**src/rtl/core/assert_macros.svh**
```systemverilog
// ---------------------------------------------------------------------------
// Assertion macros
// Shared concurrent assertion wrappers; they compile to nothing in synthesis.
// ---------------------------------------------------------------------------
`ifndef ASSERT_MACROS_SVH
`define ASSERT_MACROS_SVH

`ifndef SYNTHESIS

// A property checked at every rising edge outside of reset.
`define TPS_ASSERT(name, clk, rst_n, prop, msg) \
	name: assert property (@(posedge clk) disable iff (!rst_n) (prop)) \
		else $error(msg);

// An implication checked at every rising edge outside of reset.
`define TPS_ASSERT_IMP(name, clk, rst_n, pre, post) \
	name: assert property (@(posedge clk) disable iff (!rst_n) (pre) |-> (post)) \
		else $error("implication failed");

`else

`define TPS_ASSERT(name, clk, rst_n, prop, msg)
`define TPS_ASSERT_IMP(name, clk, rst_n, pre, post)

`endif

`endif

```
**src/rtl/core/tps_pkg.sv**
```systemverilog
// ---------------------------------------------------------------------------
// tps_pkg
// Types and constants shared by the brake supervisor modules.
// ---------------------------------------------------------------------------
package tps_pkg;

	localparam int SAMPLE_W    = 10;
	localparam int TIMEOUT_W   = 16;
	localparam int CMD_W       = 2;
	localparam int CFG_IDX_W   = 1;
	localparam int CFG_DATA_W  = 16;
	localparam int DIV_CNT_W   = $clog2(SAMPLE_W + 1);

	localparam logic [TIMEOUT_W-1:0] TIMEOUT_RESET   = 16'd12500;
	localparam logic [SAMPLE_W-1:0]  THRESHOLD_RESET = 10'd512;

	// Event codes carried on cmd.
	localparam logic [CMD_W-1:0] CMD_EDGE   = 2'd0;
	localparam logic [CMD_W-1:0] CMD_TICK   = 2'd1;
	localparam logic [CMD_W-1:0] CMD_SAMPLE = 2'd2;

	// Configuration register indexes.
	localparam logic [CFG_IDX_W-1:0] REG_TIMEOUT   = 1'd0;
	localparam logic [CFG_IDX_W-1:0] REG_THRESHOLD = 1'd1;

	typedef enum logic [1:0] {
		ST_IDLE,
		ST_SCAN,
		ST_DIV,
		ST_DONE
	} state_t;

	// Commands from the controller to the datapath.
	typedef struct packed {
		logic accept;
		logic scan_clear;
		logic scan_step;
		logic div_load;
		logic div_step;
		logic out_load;
	} dp_cmd_t;

	// Status from the datapath to the controller.
	typedef struct packed {
		logic scan_done;
		logic div_done;
		logic out_free;
	} dp_sts_t;

endpackage

```
**src/rtl/core/tps_ram.sv**
```systemverilog
// ---------------------------------------------------------------------------
// tps_ram
// Generic single write port, single read port RAM with registered read data.
// ---------------------------------------------------------------------------
module tps_ram #(
	parameter int WIDTH = 10,
	parameter int DEPTH = 8
) (
	input  logic                     clk,
	input  logic                     we,
	input  logic [$clog2(DEPTH)-1:0] waddr,
	input  logic [WIDTH-1:0]         wdata,
	input  logic                     re,
	input  logic [$clog2(DEPTH)-1:0] raddr,
	output logic [WIDTH-1:0]         rdata
);

	logic [WIDTH-1:0] mem_q [DEPTH];

	always_ff @(posedge clk) begin
		if (we) begin
			mem_q[waddr] <= wdata;
		end
		if (re) begin
			rdata <= mem_q[raddr];
		end
	end

endmodule

```
**src/rtl/core/tps_ctrl.sv**
```systemverilog
// ---------------------------------------------------------------------------
// tps_ctrl
// Sequencer: accepts an item, runs the window scan and the divider for
// samples, then hands the result to the output register.
// ---------------------------------------------------------------------------
`include "assert_macros.svh"

module tps_ctrl (
	input  logic                      clk,
	input  logic                      arst_n,
	input  logic                      in_valid,
	input  logic [tps_pkg::CMD_W-1:0] cmd,
	output logic                      in_stall,
	input  tps_pkg::dp_sts_t          sts,
	output tps_pkg::dp_cmd_t          ctl
);

	tps_pkg::state_t state_q;
	tps_pkg::state_t state_d;

	always_ff @(posedge clk or negedge arst_n) begin
		if (!arst_n) begin
			state_q <= tps_pkg::ST_IDLE;
		end else begin
			state_q <= state_d;
		end
	end

	always_comb begin
		state_d  = state_q;
		ctl      = '0;
		in_stall = 1'b1;
		case (state_q)
			tps_pkg::ST_IDLE: begin
				in_stall = 1'b0;
				if (in_valid) begin
					ctl.accept = 1'b1;
					if (cmd == tps_pkg::CMD_SAMPLE) begin
						ctl.scan_clear = 1'b1;
						state_d        = tps_pkg::ST_SCAN;
					end else begin
						state_d = tps_pkg::ST_DONE;
					end
				end
			end
			tps_pkg::ST_SCAN: begin
				if (sts.scan_done) begin
					ctl.div_load = 1'b1;
					state_d      = tps_pkg::ST_DIV;
				end else begin
					ctl.scan_step = 1'b1;
				end
			end
			tps_pkg::ST_DIV: begin
				if (sts.div_done) begin
					state_d = tps_pkg::ST_DONE;
				end else begin
					ctl.div_step = 1'b1;
				end
			end
			tps_pkg::ST_DONE: begin
				if (sts.out_free) begin
					ctl.out_load = 1'b1;
					state_d      = tps_pkg::ST_IDLE;
				end
			end
			default: begin
				state_d = tps_pkg::ST_IDLE;
			end
		endcase
	end

	`TPS_ASSERT_IMP(a_load_needs_free, clk, arst_n, ctl.out_load, sts.out_free)
	`TPS_ASSERT_IMP(a_sample_scans, clk, arst_n, ctl.accept && (cmd == tps_pkg::CMD_SAMPLE) ##1 1'b1, state_q == tps_pkg::ST_SCAN)
	`TPS_ASSERT_IMP(a_div_then_done, clk, arst_n, (state_q == tps_pkg::ST_DIV) && sts.div_done ##1 1'b1, state_q == tps_pkg::ST_DONE)

endmodule

```
**src/rtl/core/tps_datapath.sv**
```systemverilog
// ---------------------------------------------------------------------------
// tps_datapath
// Flags, tick counter, sample ring, window scan, divider and result register.
// ---------------------------------------------------------------------------
`include "assert_macros.svh"

module tps_datapath #(
	parameter int WINDOW_DEPTH = 8
) (
	input  logic                           clk,
	input  logic                           arst_n,
	input  logic                           cfg_write,
	input  logic [tps_pkg::CFG_IDX_W-1:0]  cfg_index,
	input  logic [tps_pkg::CFG_DATA_W-1:0] cfg_data,
	input  logic [tps_pkg::CMD_W-1:0]      cmd,
	input  logic [tps_pkg::SAMPLE_W-1:0]   sample,
	input  tps_pkg::dp_cmd_t               ctl,
	output tps_pkg::dp_sts_t               sts,
	input  logic                           out_stall,
	output logic                           out_valid,
	output logic                           brake_out,
	output logic                           signal_lost,
	output logic                           overload,
	output logic                           stats_valid,
	output logic [tps_pkg::SAMPLE_W-1:0]   last_sample,
	output logic [tps_pkg::SAMPLE_W-1:0]   average,
	output logic [tps_pkg::SAMPLE_W-1:0]   maximum
);

	localparam int SW    = tps_pkg::SAMPLE_W;
	localparam int TW    = tps_pkg::TIMEOUT_W;
	localparam int PW    = $clog2(WINDOW_DEPTH);
	localparam int CW    = $clog2(WINDOW_DEPTH + 1);
	localparam int SUM_W = SW + CW;
	localparam int DCW   = tps_pkg::DIV_CNT_W;

	logic [TW-1:0]    timeout_q;
	logic [SW-1:0]    threshold_q;
	logic [TW-1:0]    tick_q;
	logic             loss_q;
	logic             overload_q;
	logic [PW-1:0]    wpos_q;
	logic [CW-1:0]    fill_q;
	logic [SW-1:0]    last_q;
	logic [CW-1:0]    rd_idx_q;
	logic             rd_pend_q;
	logic [SUM_W-1:0] acc_sum_q;
	logic [SW-1:0]    acc_max_q;
	logic [CW-1:0]    rem_q;
	logic [SW-1:0]    quo_q;
	logic [DCW-1:0]   div_cnt_q;
	logic             out_valid_q;
	logic             out_loss_q;
	logic             out_ovl_q;
	logic             out_stats_q;
	logic [SW-1:0]    out_last_q;
	logic [SW-1:0]    out_avg_q;
	logic [SW-1:0]    out_max_q;

	logic [TW:0]      tick_next;
	logic             is_sample;
	logic             rd_en;
	logic [SW-1:0]    rd_data;
	logic [CW:0]      trial;
	logic             trial_ge;

	assign tick_next = {1'b0, tick_q} + {{TW{1'b0}}, 1'b1};
	assign is_sample = ctl.accept && (cmd == tps_pkg::CMD_SAMPLE);
	assign rd_en     = ctl.scan_step && (rd_idx_q != fill_q);
	assign trial     = {rem_q, quo_q[SW-1]};
	assign trial_ge  = trial >= {1'b0, fill_q};

	tps_ram #(
		.WIDTH (SW),
		.DEPTH (WINDOW_DEPTH)
	) u_ring (
		.clk   (clk),
		.we    (is_sample),
		.waddr (wpos_q),
		.wdata (sample),
		.re    (rd_en),
		.raddr (rd_idx_q[PW-1:0]),
		.rdata (rd_data)
	);

	// Configuration, flags, tick counter and ring pointers.
	always_ff @(posedge clk or negedge arst_n) begin
		if (!arst_n) begin
			timeout_q   <= tps_pkg::TIMEOUT_RESET;
			threshold_q <= tps_pkg::THRESHOLD_RESET;
			tick_q      <= '0;
			loss_q      <= 1'b1;
			overload_q  <= 1'b0;
			wpos_q      <= '0;
			fill_q      <= '0;
		end else begin
			if (cfg_write) begin
				case (cfg_index)
					tps_pkg::REG_TIMEOUT:   timeout_q   <= cfg_data[TW-1:0];
					tps_pkg::REG_THRESHOLD: threshold_q <= cfg_data[SW-1:0];
					default: begin
					end
				endcase
			end
			if (ctl.accept) begin
				case (cmd)
					tps_pkg::CMD_EDGE: begin
						tick_q <= '0;
						loss_q <= 1'b0;
					end
					tps_pkg::CMD_TICK: begin
						if (tick_next >= {1'b0, timeout_q}) begin
							loss_q <= 1'b1;
							tick_q <= '0;
						end else begin
							tick_q <= tick_next[TW-1:0];
						end
					end
					tps_pkg::CMD_SAMPLE: begin
						if (sample > threshold_q) begin
							overload_q <= 1'b1;
						end
						if (wpos_q == PW'(WINDOW_DEPTH - 1)) begin
							wpos_q <= '0;
						end else begin
							wpos_q <= wpos_q + PW'(1);
						end
						if (fill_q != CW'(WINDOW_DEPTH)) begin
							fill_q <= fill_q + CW'(1);
						end
					end
					default: begin
					end
				endcase
			end
		end
	end

	always_ff @(posedge clk) begin
		if (is_sample) begin
			last_q <= sample;
		end
	end

	// Window scan and divider control.
	always_ff @(posedge clk or negedge arst_n) begin
		if (!arst_n) begin
			rd_idx_q  <= '0;
			rd_pend_q <= 1'b0;
			div_cnt_q <= '0;
		end else begin
			if (ctl.scan_clear) begin
				rd_idx_q  <= '0;
				rd_pend_q <= 1'b0;
			end else if (ctl.scan_step) begin
				rd_pend_q <= rd_en;
				if (rd_en) begin
					rd_idx_q <= rd_idx_q + CW'(1);
				end
			end
			if (ctl.div_load) begin
				div_cnt_q <= DCW'(SW);
			end else if (ctl.div_step) begin
				div_cnt_q <= div_cnt_q - DCW'(1);
			end
		end
	end

	// Sum and maximum accumulate one entry per cycle; the divider then
	// produces one quotient bit per cycle. The quotient never exceeds the
	// sample range, so the upper sum bits seed the partial remainder.
	always_ff @(posedge clk) begin
		if (ctl.scan_clear) begin
			acc_sum_q <= '0;
			acc_max_q <= '0;
		end else if (ctl.scan_step && rd_pend_q) begin
			acc_sum_q <= acc_sum_q + SUM_W'(rd_data);
			if (rd_data > acc_max_q) begin
				acc_max_q <= rd_data;
			end
		end
		if (ctl.div_load) begin
			rem_q <= acc_sum_q[SUM_W-1:SW];
			quo_q <= acc_sum_q[SW-1:0];
		end else if (ctl.div_step) begin
			if (trial_ge) begin
				rem_q <= CW'(trial - {1'b0, fill_q});
			end else begin
				rem_q <= trial[CW-1:0];
			end
			quo_q <= {quo_q[SW-2:0], trial_ge};
		end
	end

	// Result register.
	always_ff @(posedge clk or negedge arst_n) begin
		if (!arst_n) begin
			out_valid_q <= 1'b0;
		end else if (ctl.out_load) begin
			out_valid_q <= 1'b1;
		end else if (!out_stall) begin
			out_valid_q <= 1'b0;
		end
	end

	always_ff @(posedge clk) begin
		if (ctl.out_load) begin
			out_loss_q  <= loss_q;
			out_ovl_q   <= overload_q;
			out_stats_q <= fill_q != '0;
			out_last_q  <= (fill_q != '0) ? last_q : '0;
			out_avg_q   <= (fill_q != '0) ? quo_q : '0;
			out_max_q   <= (fill_q != '0) ? acc_max_q : '0;
		end
	end

	assign sts.scan_done = (rd_idx_q == fill_q) && !rd_pend_q;
	assign sts.div_done  = div_cnt_q == '0;
	assign sts.out_free  = !out_valid_q || !out_stall;

	assign out_valid   = out_valid_q;
	assign brake_out   = out_loss_q | out_ovl_q;
	assign signal_lost = out_loss_q;
	assign overload    = out_ovl_q;
	assign stats_valid = out_stats_q;
	assign last_sample = out_last_q;
	assign average     = out_avg_q;
	assign maximum     = out_max_q;

	`TPS_ASSERT(a_fill_bound, clk, arst_n, fill_q <= CW'(WINDOW_DEPTH), "fill count overran")
	`TPS_ASSERT_IMP(a_overload_sticky, clk, arst_n, overload_q ##1 1'b1, overload_q)
	`TPS_ASSERT_IMP(a_rem_below_count, clk, arst_n, ctl.div_step, rem_q < fill_q)

endmodule

```
**src/rtl/core/track_power_brake_supervisor.sv**
```systemverilog
// ---------------------------------------------------------------------------
// track_power_brake_supervisor
// Brake supervisor for a track power bridge: signal loss timeout, latched
// overcurrent and statistics over a ring of recent current samples.
// ---------------------------------------------------------------------------
//
//   Channel   Handshake              Payload
//   -------   --------------------   ----------------------------------------
//   in        in_valid / in_stall    cmd, sample
//   out       out_valid / out_stall  brake_out, signal_lost, overload,
//                                    stats_valid, last_sample, average, maximum
//   cfg       cfg_write              cfg_index, cfg_data
//
// Edges, ticks and unused codes pass through the accept step and the step that
// loads the result register.
// A sample is written to the ring, then its N stored samples are scanned and
// averaged: the ring RAM is read one entry per cycle (registered read port)
// and a restoring divider forms the average one quotient bit per cycle.
// Reset sets the no-signal flag (brake on with the next result) and empties the
// ring; no clearing pass is needed since only written entries are ever read.
// A stalled result waits in the output register; the next item is accepted
// meanwhile and is held in its final step until that register is free.
//
module track_power_brake_supervisor #(
	parameter int WINDOW_DEPTH = 8
) (
	input  logic                           clk,
	input  logic                           arst_n,
	// Configuration write port.
	input  logic                           cfg_write,
	input  logic [tps_pkg::CFG_IDX_W-1:0]  cfg_index,
	input  logic [tps_pkg::CFG_DATA_W-1:0] cfg_data,
	// Event items.
	input  logic                           in_valid,
	output logic                           in_stall,
	input  logic [tps_pkg::CMD_W-1:0]      cmd,
	input  logic [tps_pkg::SAMPLE_W-1:0]   sample,
	// Result items.
	output logic                           out_valid,
	input  logic                           out_stall,
	output logic                           brake_out,
	output logic                           signal_lost,
	output logic                           overload,
	output logic                           stats_valid,
	output logic [tps_pkg::SAMPLE_W-1:0]   last_sample,
	output logic [tps_pkg::SAMPLE_W-1:0]   average,
	output logic [tps_pkg::SAMPLE_W-1:0]   maximum
);

	// Commands and status between the sequencer and the datapath.
	tps_pkg::dp_cmd_t ctl;
	tps_pkg::dp_sts_t sts;

	// The sequencer decides when an item is taken, when the ring is
	// scanned, when the divider runs and when the result is loaded.
	tps_ctrl u_ctrl (
		.clk      (clk),
		.arst_n   (arst_n),
		.in_valid (in_valid),
		.cmd      (cmd),
		.in_stall (in_stall),
		.sts      (sts),
		.ctl      (ctl)
	);

	// The datapath holds every register of the supervisor but the sequencer state,
	// including the configuration, the ring RAM and the result register.
	tps_datapath #(
		.WINDOW_DEPTH (WINDOW_DEPTH)
	) u_datapath (
		.clk         (clk),
		.arst_n      (arst_n),
		.cfg_write   (cfg_write),
		.cfg_index   (cfg_index),
		.cfg_data    (cfg_data),
		.cmd         (cmd),
		.sample      (sample),
		.ctl         (ctl),
		.sts         (sts),
		.out_stall   (out_stall),
		.out_valid   (out_valid),
		.brake_out   (brake_out),
		.signal_lost (signal_lost),
		.overload    (overload),
		.stats_valid (stats_valid),
		.last_sample (last_sample),
		.average     (average),
		.maximum     (maximum)
	);

endmodule
```
**config.mk**
```make
export PLATFORM = sky130hd
export DESIGN_NAME = track_power_brake_supervisor
export DESIGN_NICKNAME = d
export VERILOG_FILES = /design/src/rtl/core/tps_pkg.sv /design/src/rtl/core/tps_ram.sv /design/src/rtl/core/tps_ctrl.sv /design/src/rtl/core/tps_datapath.sv /design/src/rtl/core/track_power_brake_supervisor.sv
export VERILOG_INCLUDE_DIRS = /design/src /design/src/rtl/core
export SDC_FILE = /design/constraint.sdc
export NUM_CORES = 1
export LEC_CHECK = 0
export BUFFER_PORTS_ARGS = -buffer_cell sky130_fd_sc_hd__buf_2
export CAP_MARGIN = 10
export CORE_UTILIZATION = 54
export CTS_CLUSTER_DIAMETER = 40
export DETAILED_ROUTE_END_ITERATION = 8
export HOLD_SLACK_MARGIN = 0.02
export PLACE_DENSITY = 0.75
export SLEW_MARGIN = 20
export SYNTH_ARGS = -nofsm -noshare
export SYNTH_HDL_FRONTEND = slang
export SYNTH_SLANG_ARGS = --single-unit
```
**constraint.sdc**
```tcl
create_clock -name clk -period 4.3 [get_ports clk]
set_input_delay 0.86 -clock clk [delete_from_list [all_inputs] [get_ports clk]]
set_output_delay 0.86 -clock clk [all_outputs]
set_load 0.05 [all_outputs]
```
==> results by group, run 1 <==
Critical path
  • CP startpoint kind: flop
  • CP Data Arrival Time: 4.16 ns
  • CP required: 4.71 ns
  • Worst-path maximum fanout: 16
  • Crit Path Class: flop to flop
  • Worst setup EP type: flop

Clock tree
  • CTS tree: built
  • Worst-Skew Late Latency: 0.50 ns
  • Root buffer cell: clkbuf_16
  • Worst-case clock buffer depth: 3
  • Hold_buf cts: 0
  • CTS clk-pin slew, worst paths: 0.05 ns
  • Clk sinks: 234
  • Post-CTS Setup Bufs: 0
  • CTS H-Tree Depth: 2
  • Total CTS buffers: 34
  • CTS resizes: 0

Die
  • Num ports: 70
  • Core Area: 19,650 um^2
  • Cell row count: 51
  • Die Y: 144.2 um
  • Initial Util: 55.53%
  • Full die area: 20,780 um^2
  • Die W: 144.2 um

STA
  • Setup TNS: 0 ns
  • Worst-margin pin slew: 1.100 ns
  • Final setup viols: 0
  • Setup ws final: 0.5503 ns
  • Max-slew headroom: 26.64%
  • RSZ-0062 raised after global routing: no
  • Final hold viol count: 0
  • Fin. max-slew vios: 0
  • WHS: 0.4614 ns
  • Final worst path period share: 87.20%
  • Clock skew: 0.02081 ns
  • Min Tclk post-route: 3.750 ns
  • FMAX: 266.7 MHz

Global route
  • Gr usage total: 21.82%
  • Largest net degree at the start of global routing: 43
  • First-pass GRT wire length: 34,160 um
  • Number of global-route vias before repair: 6,781
  • Global route overflow: 0
  • Antenna violations before repair: 0

Synth
  • Post-synth top area share: 40.45%
  • Ys Warns: 0
  • Synth unique cells: 59
  • Syn nets: 970
  • EDFF count, synth: 147
  • Average size of a mapped cell: 12.51 um^2
  • Share of flip-flops with an asynchronous set or reset: 26.92%
  • Mapped Area: 10,910 um^2
  • Sequential share of the synthesized area: 59.39%
  • Mapped Cells: 872
  • Main flop type after synthesis: edfxtp_1
  • Number of synthesized register bits: 234
  • Most area-hungry cell type in the Yosys netlist: edfxtp_1
  • Area contributors post-synth: edfxtp_1 40%, dfrtp_1 13%, ha_1 7.1%

Place
  • DP HPWL: 14,120 um
  • Placed Cells: 1,187
  • Placed Area: 11,550 um^2
  • Dpl ws: 0.5829 ns
  • Routability cong.: 0.8551
  • IO Port Bufs: 69

Route
  • Per-cell routed wire length: 17.35 um
  • Via count: 6,901
  • Post-route ant nets: 0
  • TritonRoute pass-1 iters: 5
  • Starting DRT DRC Count: 385
  • Vias/cell: 5.534
  • Routed WL: 21,640 um
  • # DRC: 0

Power and ir drop
  • Leak: 5.021 nW
  • Total chip power: 9.258 mW
  • Worst VDD drop: 362.9 uV
  • Power per Cell Area: 733.1 nW/um^2

Run
  • Maxcap violations: 0

Layout
  • Post-route cell area: 12,630 um^2
  • Utilization after layout: 64.25%
  • N_diodes: 0
  • Layout cells sized above 1: 21.89%
  • Area grow syn2layout: 15.72%
  • Post-route non-filler standard cell count: 1,247
  • # nets final: 1,056

Min path
  • Hold Crit Class: flop to flop

Status
  • Status: completed
-- cells by family (layout without fill, tap and decap cells) --
group / Yosys count / after routing / synth area share (%)
AOI/OAI and AO/OA: 151 / 151 / 8.289
xor gates and xnor gates: 28 / 28 / 2.247
adders and majority gates: 64 / 64 / 7.475
buffers and inverters: 95 / 205 / 3.783
DFF: 234 / 234 / 59.39
muxes: 61 / 61 / 8.255
and+or+nand+nor: 239 / 239 / 10.56
-- placed cells by master (no fill, tap or decap), types with 3 or more instances in the layout --
cell type and n:
a211oi_1 4, a21o_1 10, a21oi_1 47, and3_1 5
buf_2 69, buf_4 16, clkbuf_1 6, clkbuf_16 35
clkinv_1 5, clkinv_2 3, clkinvlp_4 3, dfrtp_1 55
dfstp_2 8, dfxtp_1 24, edfxtp_1 147, ha_1 62
inv_1 59, inv_6 4, mux2_2 32, mux2i_1 9
mux4_2 20, nand2_1 84, nand2b_1 6, nand3_1 20
nand4_1 12, nor2_1 40, nor2b_1 27, nor3_1 21
nor3b_1 3, nor4_1 5, o211ai_1 4, o21a_1 3
o21ai_0 55, o21ai_2 8, or3_1 5, xnor2_1 21
xor2_1 7
-- registers in the layout, indices dropped and copies added (netlist names), 14 cells and up --
name / count
u_datapath.timeout_q: 16
u_datapath.u_ring.mem_q: 80
u_datapath.tick_q: 16
u_datapath.acc_sum_q: 14
-- worst paths after layout --
path,cells past startpoint,from,endpoint,slack (ns)
min reg2reg,2,u_datapath.loss_q,u_datapath.loss_q,0.46
min in group asynchronous,1,arst_n,u_datapath.rd_idx_q[1],0.49
max reg2reg,12,u_datapath.tick_q[0],u_datapath.tick_q[0],0.55
max in group asynchronous,2,arst_n,u_datapath.timeout_q[2],2.87
max,12,u_datapath.tick_q[0],u_datapath.tick_q[0],0.55
min,2,u_datapath.loss_q,u_datapath.loss_q,0.46
-- where the power goes --
part	internal, mW	switching (mW)	leakage [nW]
clock	1.64	0.974	0.521
sequential	3.08	0.358	2.32
combinational	1.22	1.99	2.18
-- critical path, stage by stage (launching register included) --
cell,delay [ns]
dfrtp_1,0.45
ha_1,0.28
inv_1,0.09
or3_1,0.50
nor2_1,0.17
xor2_1,0.22
ha_1,0.29
a21o_1,0.19
a21oi_1,0.14
a21oi_1,0.09
a2111o_1,0.30
or3b_1,0.67
o21ai_0,0.27
-- final cells by class --
class | count | area, um^2
fillers | 1517 | 7025
multi-input cells | 543 | 4045
flip-flops and latches | 234 | 6481
well taps | 265 | 331.6
clock buffers | 42 | 912.1
repair buffers | 85 | 465.4
inverters | 60 | 225.2
clock inverters | 18 | 167.7
-- cell usage after synthesis, types with 3 or more instances --
master    instances
a21o_1           10
mux4_2           20
mux2_2           32
o21a_1            3
a21oi_1          47
nor2_1           41
nor4_1            6
nand2b_1          6
edfxtp_1        147
inv_1            59
clkbuf_1         26
dfstp_2           8
dfrtp_1          55
xnor2_1          21
nand3_1          20
xor2_1            7
dfxtp_1          24
nor2b_1          27
o211ai_1          4
mux2i_1           9
ha_1             62
a211oi_1          4
nor3b_1           3
or3_1             5
o21ai_0          55
nand2_1          84
nor3_1           21
buf_6             5
and3_1            5
o21ai_2           8
nand4_1          12
-- per-layer routing --
metal | up-vias | global-route usage (%) | share of wire [%]
li1 | 3330 | - | -
met1 | 3367 | 28.30 | 44
met2 | 157 | 36.41 | 49
met3 | 47 | 4.073 | 4.1
met4 | 0 | 8.476 | 2.9
met5 | - | 0 | 0
No activity file was read; power rests on OpenSTA's default activity.
==> run 2, diff against run 1 <==
==> constraint.sdc (replaced) <==
create_clock -name clk -period 3.5 [get_ports clk]
set_input_delay 0.7 -clock clk [delete_from_list [all_inputs] [get_ports clk]]
set_output_delay 0.7 -clock clk [all_outputs]
set_load 0.05 [all_outputs]
==> results by group, run 2 (synthesized netlist as in run 1, its figures left out) <==
Status
  • Status: completed

Place
  • Placed Cells: 1,194
  • Routability cong.: 0.8851
  • DP HPWL: 13,960 um
  • IO Port Bufs: 69
  • Dpl ws: 0.04473 ns

Route
  • Via count: 6,925
  • # DRC: 0
  • Top Layer Used: met4
  • DR WL met2: 10,260 um
  • TritonRoute pass-1 iters: 4
  • WL met3: 1075 um
  • Vias/cell: 5.536
  • Metal-1 WL: 9390 um
  • Routed WL: 21,230 um
  • Starting DRT DRC Count: 475
  • Per-cell routed wire length: 16.97 um
  • Post-route ant nets: 0

STA
  • Fin. max-slew vios: 0
  • Final hold viol count: 0
  • Final setup viols: 0
  • Max-slew headroom: 33.55%
  • Clock skew: 0.01345 ns
  • Setup ws final: 0.1305 ns
  • Worst-margin pin slew: 0.9931 ns
  • Final worst path period share: 96.27%
  • FMAX: 296.8 MHz
  • Min Tclk post-route: 3.370 ns

Power and ir drop
  • Part of the power in registers: 37.3%
  • Comb pwr share: 35.6%
  • Power per Cell Area: 889.2 nW/um^2
  • Switching share of power: 36.11%
  • Switching pwr: 4.058 mW
  • Worst VDD drop: 454.0 uV
  • Internal Pwr Total: 7.179 mW
  • Leak: 5.025 nW
  • Clock power share: 27.1%

Clock tree
  • CTS tree: built
  • Worst-case clock buffer depth: 3
  • CTS clk-pin slew, worst paths: 0.06 ns
  • CTS H-Tree Depth: 1
  • Clk sinks: 234
  • Total CTS buffers: 31
  • Root buffer cell: clkbuf_16
  • Worst-Skew Late Latency: 0.54 ns

Layout
  • # nets final: 1,061
  • Max FFs per register: 80
  • Post-route non-filler standard cell count: 1,251
  • # fillers: 1,505
  • N_diodes: 0
  • Most flop-heavy register: u_datapath.u_ring.mem_q
  • Layout cells sized above 1: 23.12%
  • Leading cell types in the layout, fill and taps excluded: 147 x edfxtp_1, 84 x nand2_1, 69 x buf_2
  • Utilization after layout: 64.30%
  • Biggest regs: u_datapath.u_ring.mem_q: 80 flops, u_datapath.tick_q: 16 flops, u_datapath.timeout_q: 16 flops
  • Most common cell after layout, fill and taps aside: edfxtp_1
  • Area grow syn2layout: 15.80%

Die
  • Initial Util: 55.53%
  • Die W: 144.2 um
  • Cell row count: 51
  • Num ports: 70
  • Die Y: 144.2 um
  • Full die area: 20,780 um^2
  • Core Area: 19,650 um^2

Global route
  • Global route overflow: 0
  • Number of global-route vias before repair: 6,778
  • Gr usage total: 21.55%
  • Antenna violations before repair: 0
  • Largest net degree at the start of global routing: 44
  • First-pass GRT wire length: 34,400 um

Critical path
  • CP required: 3.95 ns
  • Worst reg2reg setup slack: 0.13 ns
  • Worst setup EP type: flop
  • CP startpoint kind: flop
  • FF-to-FF Start: u_datapath.tick_q[1]
  • Worst-path maximum fanout: 7
  • CP Data Arrival Time: 3.82 ns
  • R2R depth: 13
  • RR Endpoint: u_datapath.tick_q[5]
  • Crit Path Class: flop to flop

Min path
  • Hold Crit Class: input pin to asynchronous set/reset pin

Run
  • Maxcap violations: 0
-- run 2: what timing repair did --
item                       4_1_cts  5_1_grt
hold buffers                     0        0
pin swaps                        0        0
setup buffers                    0        1
gates resized for setup          1        2
setup endpoints to repair        1       13
-- run 2: through the flow --
step           power [mW]  setup TNS (ns)  hold WS (ns)  instance area, um^2
2_1_floorplan       7.259               0        0.4044                10910
3_3_place_gp        8.105               0        0.4544                11600
3_5_place_dp        8.229               0        0.4503                11600
4_1_cts             11.32               0        0.1222                12620
5_1_grt             11.95         -0.1601        0.1380                12640
6_report            11.24               0        0.1214                12640
-- run 2: critical path, stage by stage (launching register included) --
cell,delay [ns]
dfrtp_1,0.42
ha_1,0.20
inv_1,0.07
or3_4,0.43
nor2_1,0.14
xor2_1,0.25
ha_1,0.29
a21o_1,0.18
a21oi_1,0.14
a21oi_1,0.09
a2111o_1,0.30
or3b_4,0.43
buf_4,0.17
o21ai_0,0.17
-- run 2: worst max path at each step --
stage / start / to / slack, ns / cells after the start
after floorplan: u_datapath.tick_q[0] / u_datapath.tick_q[14] / 0.26 / 15
after global placement: u_datapath.tick_q[1] / u_datapath.tick_q[15] / 0.14 / 13
after detailed placement: u_datapath.tick_q[1] / u_datapath.tick_q[5] / 0.04 / 13
after CTS: u_datapath.tick_q[1] / u_datapath.tick_q[5] / 0.07 / 13
after global routing: u_datapath.tick_q[1] / u_datapath.tick_q[5] / -0.04 / 13
final: u_datapath.tick_q[1] / u_datapath.tick_q[5] / 0.13 / 13
-- run 2: layer usage --
layer | GRT usage (%) | vias to the layer above
li1 | - | 3350
met5 | 0 | -
met2 | 36.05 | 175
met1 | 28.84 | 3354
met4 | 6.648 | 0
met3 | 3.642 | 46
-- run 2: final cells by class --
class	count	area [um^2]	share of cell area (%)
repair buffers	93	525.5	4.158
inverters	60	225.2	1.782
flip-flops and latches	234	6481	51.29
well taps	265	331.6	2.624
multi-input cells	543	4055	32.09
clock buffers	32	779.5	6.168
clock inverters	24	239.0	1.891
-- run 2: power groups by stage --
stage	clock network, mW	registers (mW)	logic (mW)
5_1_grt	3.21	4.27	4.47
2_1_floorplan	0	4.63	2.63
3_3_place_gp	0	4.22	3.88
3_5_place_dp	0	4.24	3.99
4_1_cts	3.10	4.19	4.03
6_report	3.04	4.19	4.00
==> run 3, diff against run 2 <==
--- a/config.mk
+++ b/config.mk
@@ -8,11 +8,13 @@
 export LEC_CHECK = 0
 export BUFFER_PORTS_ARGS = -buffer_cell sky130_fd_sc_hd__buf_2
 export CAP_MARGIN = 10
-export CORE_UTILIZATION = 54
+export CELL_PAD_IN_SITES_DETAIL_PLACEMENT = 1
+export CELL_PAD_IN_SITES_GLOBAL_PLACEMENT = 1
+export CORE_UTILIZATION = 50
 export CTS_CLUSTER_DIAMETER = 40
 export DETAILED_ROUTE_END_ITERATION = 8
 export HOLD_SLACK_MARGIN = 0.02
-export PLACE_DENSITY = 0.75
+export PLACE_DENSITY = 0.83
 export SLEW_MARGIN = 20
 export SYNTH_ARGS = -nofsm -noshare
 export SYNTH_HDL_FRONTEND = slang
==> results by group, run 3 (synthesized netlist as in run 1, its figures left out) <==
Status
  • Status: completed

STA
  • Clock skew: 0.02358 ns
  • RSZ-0062 raised after global routing: no
  • Final hold viol count: 0
  • Min Tclk post-route: 3.356 ns
  • FMAX: 298.0 MHz
  • Final setup viols: 0
  • Fin. max-slew vios: 0
  • Max-slew headroom: 39.96%
  • Setup TNS: 0 ns
  • Final worst path period share: 95.89%
  • Worst-margin pin slew: 0.9006 ns

Layout
  • Post-route cell area: 12,950 um^2
  • Most common cell after layout, fill and taps aside: edfxtp_1
  • Max FFs per register: 80
  • Layout cells sized above 1: 24.53%
  • # nets final: 1,072
  • Leading cell types in the layout, fill and taps excluded: 147 x edfxtp_1, 83 x nand2_1, 69 x buf_2
  • Biggest regs: u_datapath.u_ring.mem_q: 80 flops, u_datapath.tick_q: 16 flops, u_datapath.timeout_q: 16 flops
  • # fillers: 2,145
  • Area grow syn2layout: 18.70%
  • N_diodes: 0
  • Most flop-heavy register: u_datapath.u_ring.mem_q

Clock tree
  • Total CTS buffers: 37
  • CTS clk-pin slew, worst paths: 0.06 ns
  • CTS H-Tree Depth: 2
  • Root buffer cell: clkbuf_16
  • Worst-Skew Late Latency: 0.51 ns
  • CTS tree: built
  • Worst-case clock buffer depth: 3
  • Clk sinks: 234
  • Hold_buf cts: 0

Place
  • DP HPWL: 17,480 um
  • Placed Area: 11,630 um^2
  • Routability cong.: 0.8334
  • IO Port Bufs: 69

Min path
  • Hold Crit Class: input pin to asynchronous set/reset pin

Critical path
  • CP Data Arrival Time: 3.77 ns
  • CP Cell Sequence: ha_4 > inv_1 > or3_4 > nor2_2 > xor2_1 > ha_1 > a21o_1 > a21oi_1 > a21oi_1 > a2111o_1 > or3b_1 > buf_6 > o21ai_0
  • Worst-path maximum fanout: 16
  • Slowest CP cell: dfrtp_1
  • Crit path largest cell delay: 0.42 ns
  • CP required: 3.91 ns
  • Crit Path Class: flop to flop
  • Crit path top cell by count: a21oi_1
  • CP startpoint kind: flop
  • Worst setup EP type: flop

Power and ir drop
  • Leak: 5.175 nW
  • Power per Cell Area: 940.7 nW/um^2
  • Worst VDD drop: 401.6 uV

Die
  • Core Area: 21,220 um^2
  • Initial Util: 51.43%
  • Die Y: 149.7 um
  • Cell row count: 53
  • Die W: 149.7 um
  • Full die area: 22,420 um^2
  • Num ports: 70

Route
  • TritonRoute pass-1 iters: 4
  • # DRC: 0
  • Vias/cell: 5.635
  • Post-route ant nets: 0
  • Per-cell routed wire length: 21.03 um
  • Via count: 7,202
  • Routed WL: 26,870 um
  • Starting DRT DRC Count: 306

Global route
  • Number of global-route vias before repair: 7,798
  • Global route overflow: 0
  • Gr usage total: 25.27%
  • First-pass GRT wire length: 42,470 um
  • Antenna violations before repair: 0
  • Largest net degree at the start of global routing: 40

Run
  • Maxcap violations: 0
==> run 3: cell types whose count changed in the layout (fill, tap and decap cells not counted), sizes merged <==
cell,delta
clkbuf,+9
inv,+5
clkinvlp,-3
buf,+5
clkinv,+1
==> run 3: critical path: cells and delay by family, from the launching register on <==
kind	cells	cell delay, ns
simple gates	3	0.95
flops	1	0.42
buf+inv	2	0.26
compound gates	5	0.92
xor+xnor	1	0.22
fa+ha+maj	2	0.47
==> run 3: repair_timing <==
action	4_1_cts	5_1_grt
pin swaps	0	1
endpoints found under the setup margin	15	16
setup buffers	1	2
resized for setup	4	8
==> run 3: final cells by class <==
type / count / area, um^2 / area share [%]
inverter: 60 / 225.2 / 1.739
tap: 275 / 344.1 / 2.656
clock inverter: 27 / 279.0 / 2.154
multi-input combinational: 543 / 4073 / 31.44
sequential: 234 / 6482 / 50.04
clock buffer: 41 / 983.4 / 7.592
timing repair buffer: 98 / 566.8 / 4.376
==> run 3: layer usage <==
layer | part of all wire, % | vias to the layer above | GRT usage, %
met2 | 51 | 172 | 44.07
met4 | 3.3 | 0 | 9.949
met3 | 3.9 | 60 | 4.756
met1 | 42 | 3595 | 30.89
li1 | - | 3375 | -
met5 | 0 | - | 0
==> run 3: worst paths after layout <==
kind	start	end	slack (ns)	cells after the start
max	u_datapath.tick_q[0]	u_datapath.tick_q[1]	0.14	13
min	arst_n	u_datapath.wpos_q[2]	0.32	1
max reg2reg	u_datapath.tick_q[0]	u_datapath.tick_q[1]	0.14	13
min reg2reg	u_datapath.loss_q	u_datapath.loss_q	0.47	2
max in group asynchronous	arst_n	u_datapath.timeout_q[12]	2.36	2
min in group clk	cfg_data[14]	u_datapath.timeout_q[14]	0.40	3
==> run 3: power by group <==
| group | internal (mW) | leakage [nW] | total [mW] | switching (mW) |
|---|---|---|---|---|
| clock | 2.30 | 0.606 | 3.69 | 1.39 |
| combinational | 1.59 | 2.24 | 4.25 | 2.67 |
| sequential | 3.78 | 2.32 | 4.24 | 0.456 |
| total | 7.67 | 5.17 | 12.2 | 4.52 |
==> run 3: through the flow <==
stage / total power, mW / utilization (%) / std cells / setup slack, ns / hold slack, ns
2_1_floorplan: 7.259 / - / 872 / 0.2626 / 0.4044
3_3_place_gp: 8.176 / 54.82 / 1207 / 0.1665 / 0.4533
3_5_place_dp: 8.421 / 54.82 / 1207 / 0.01750 / 0.4594
4_1_cts: 12.24 / 60.89 / 1276 / 0.01433 / 0.3480
5_1_grt: 12.85 / 61.04 / 1278 / 0.01899 / 0.4022
6_report: 12.19 / 61.04 / 1278 / 0.1439 / 0.3232
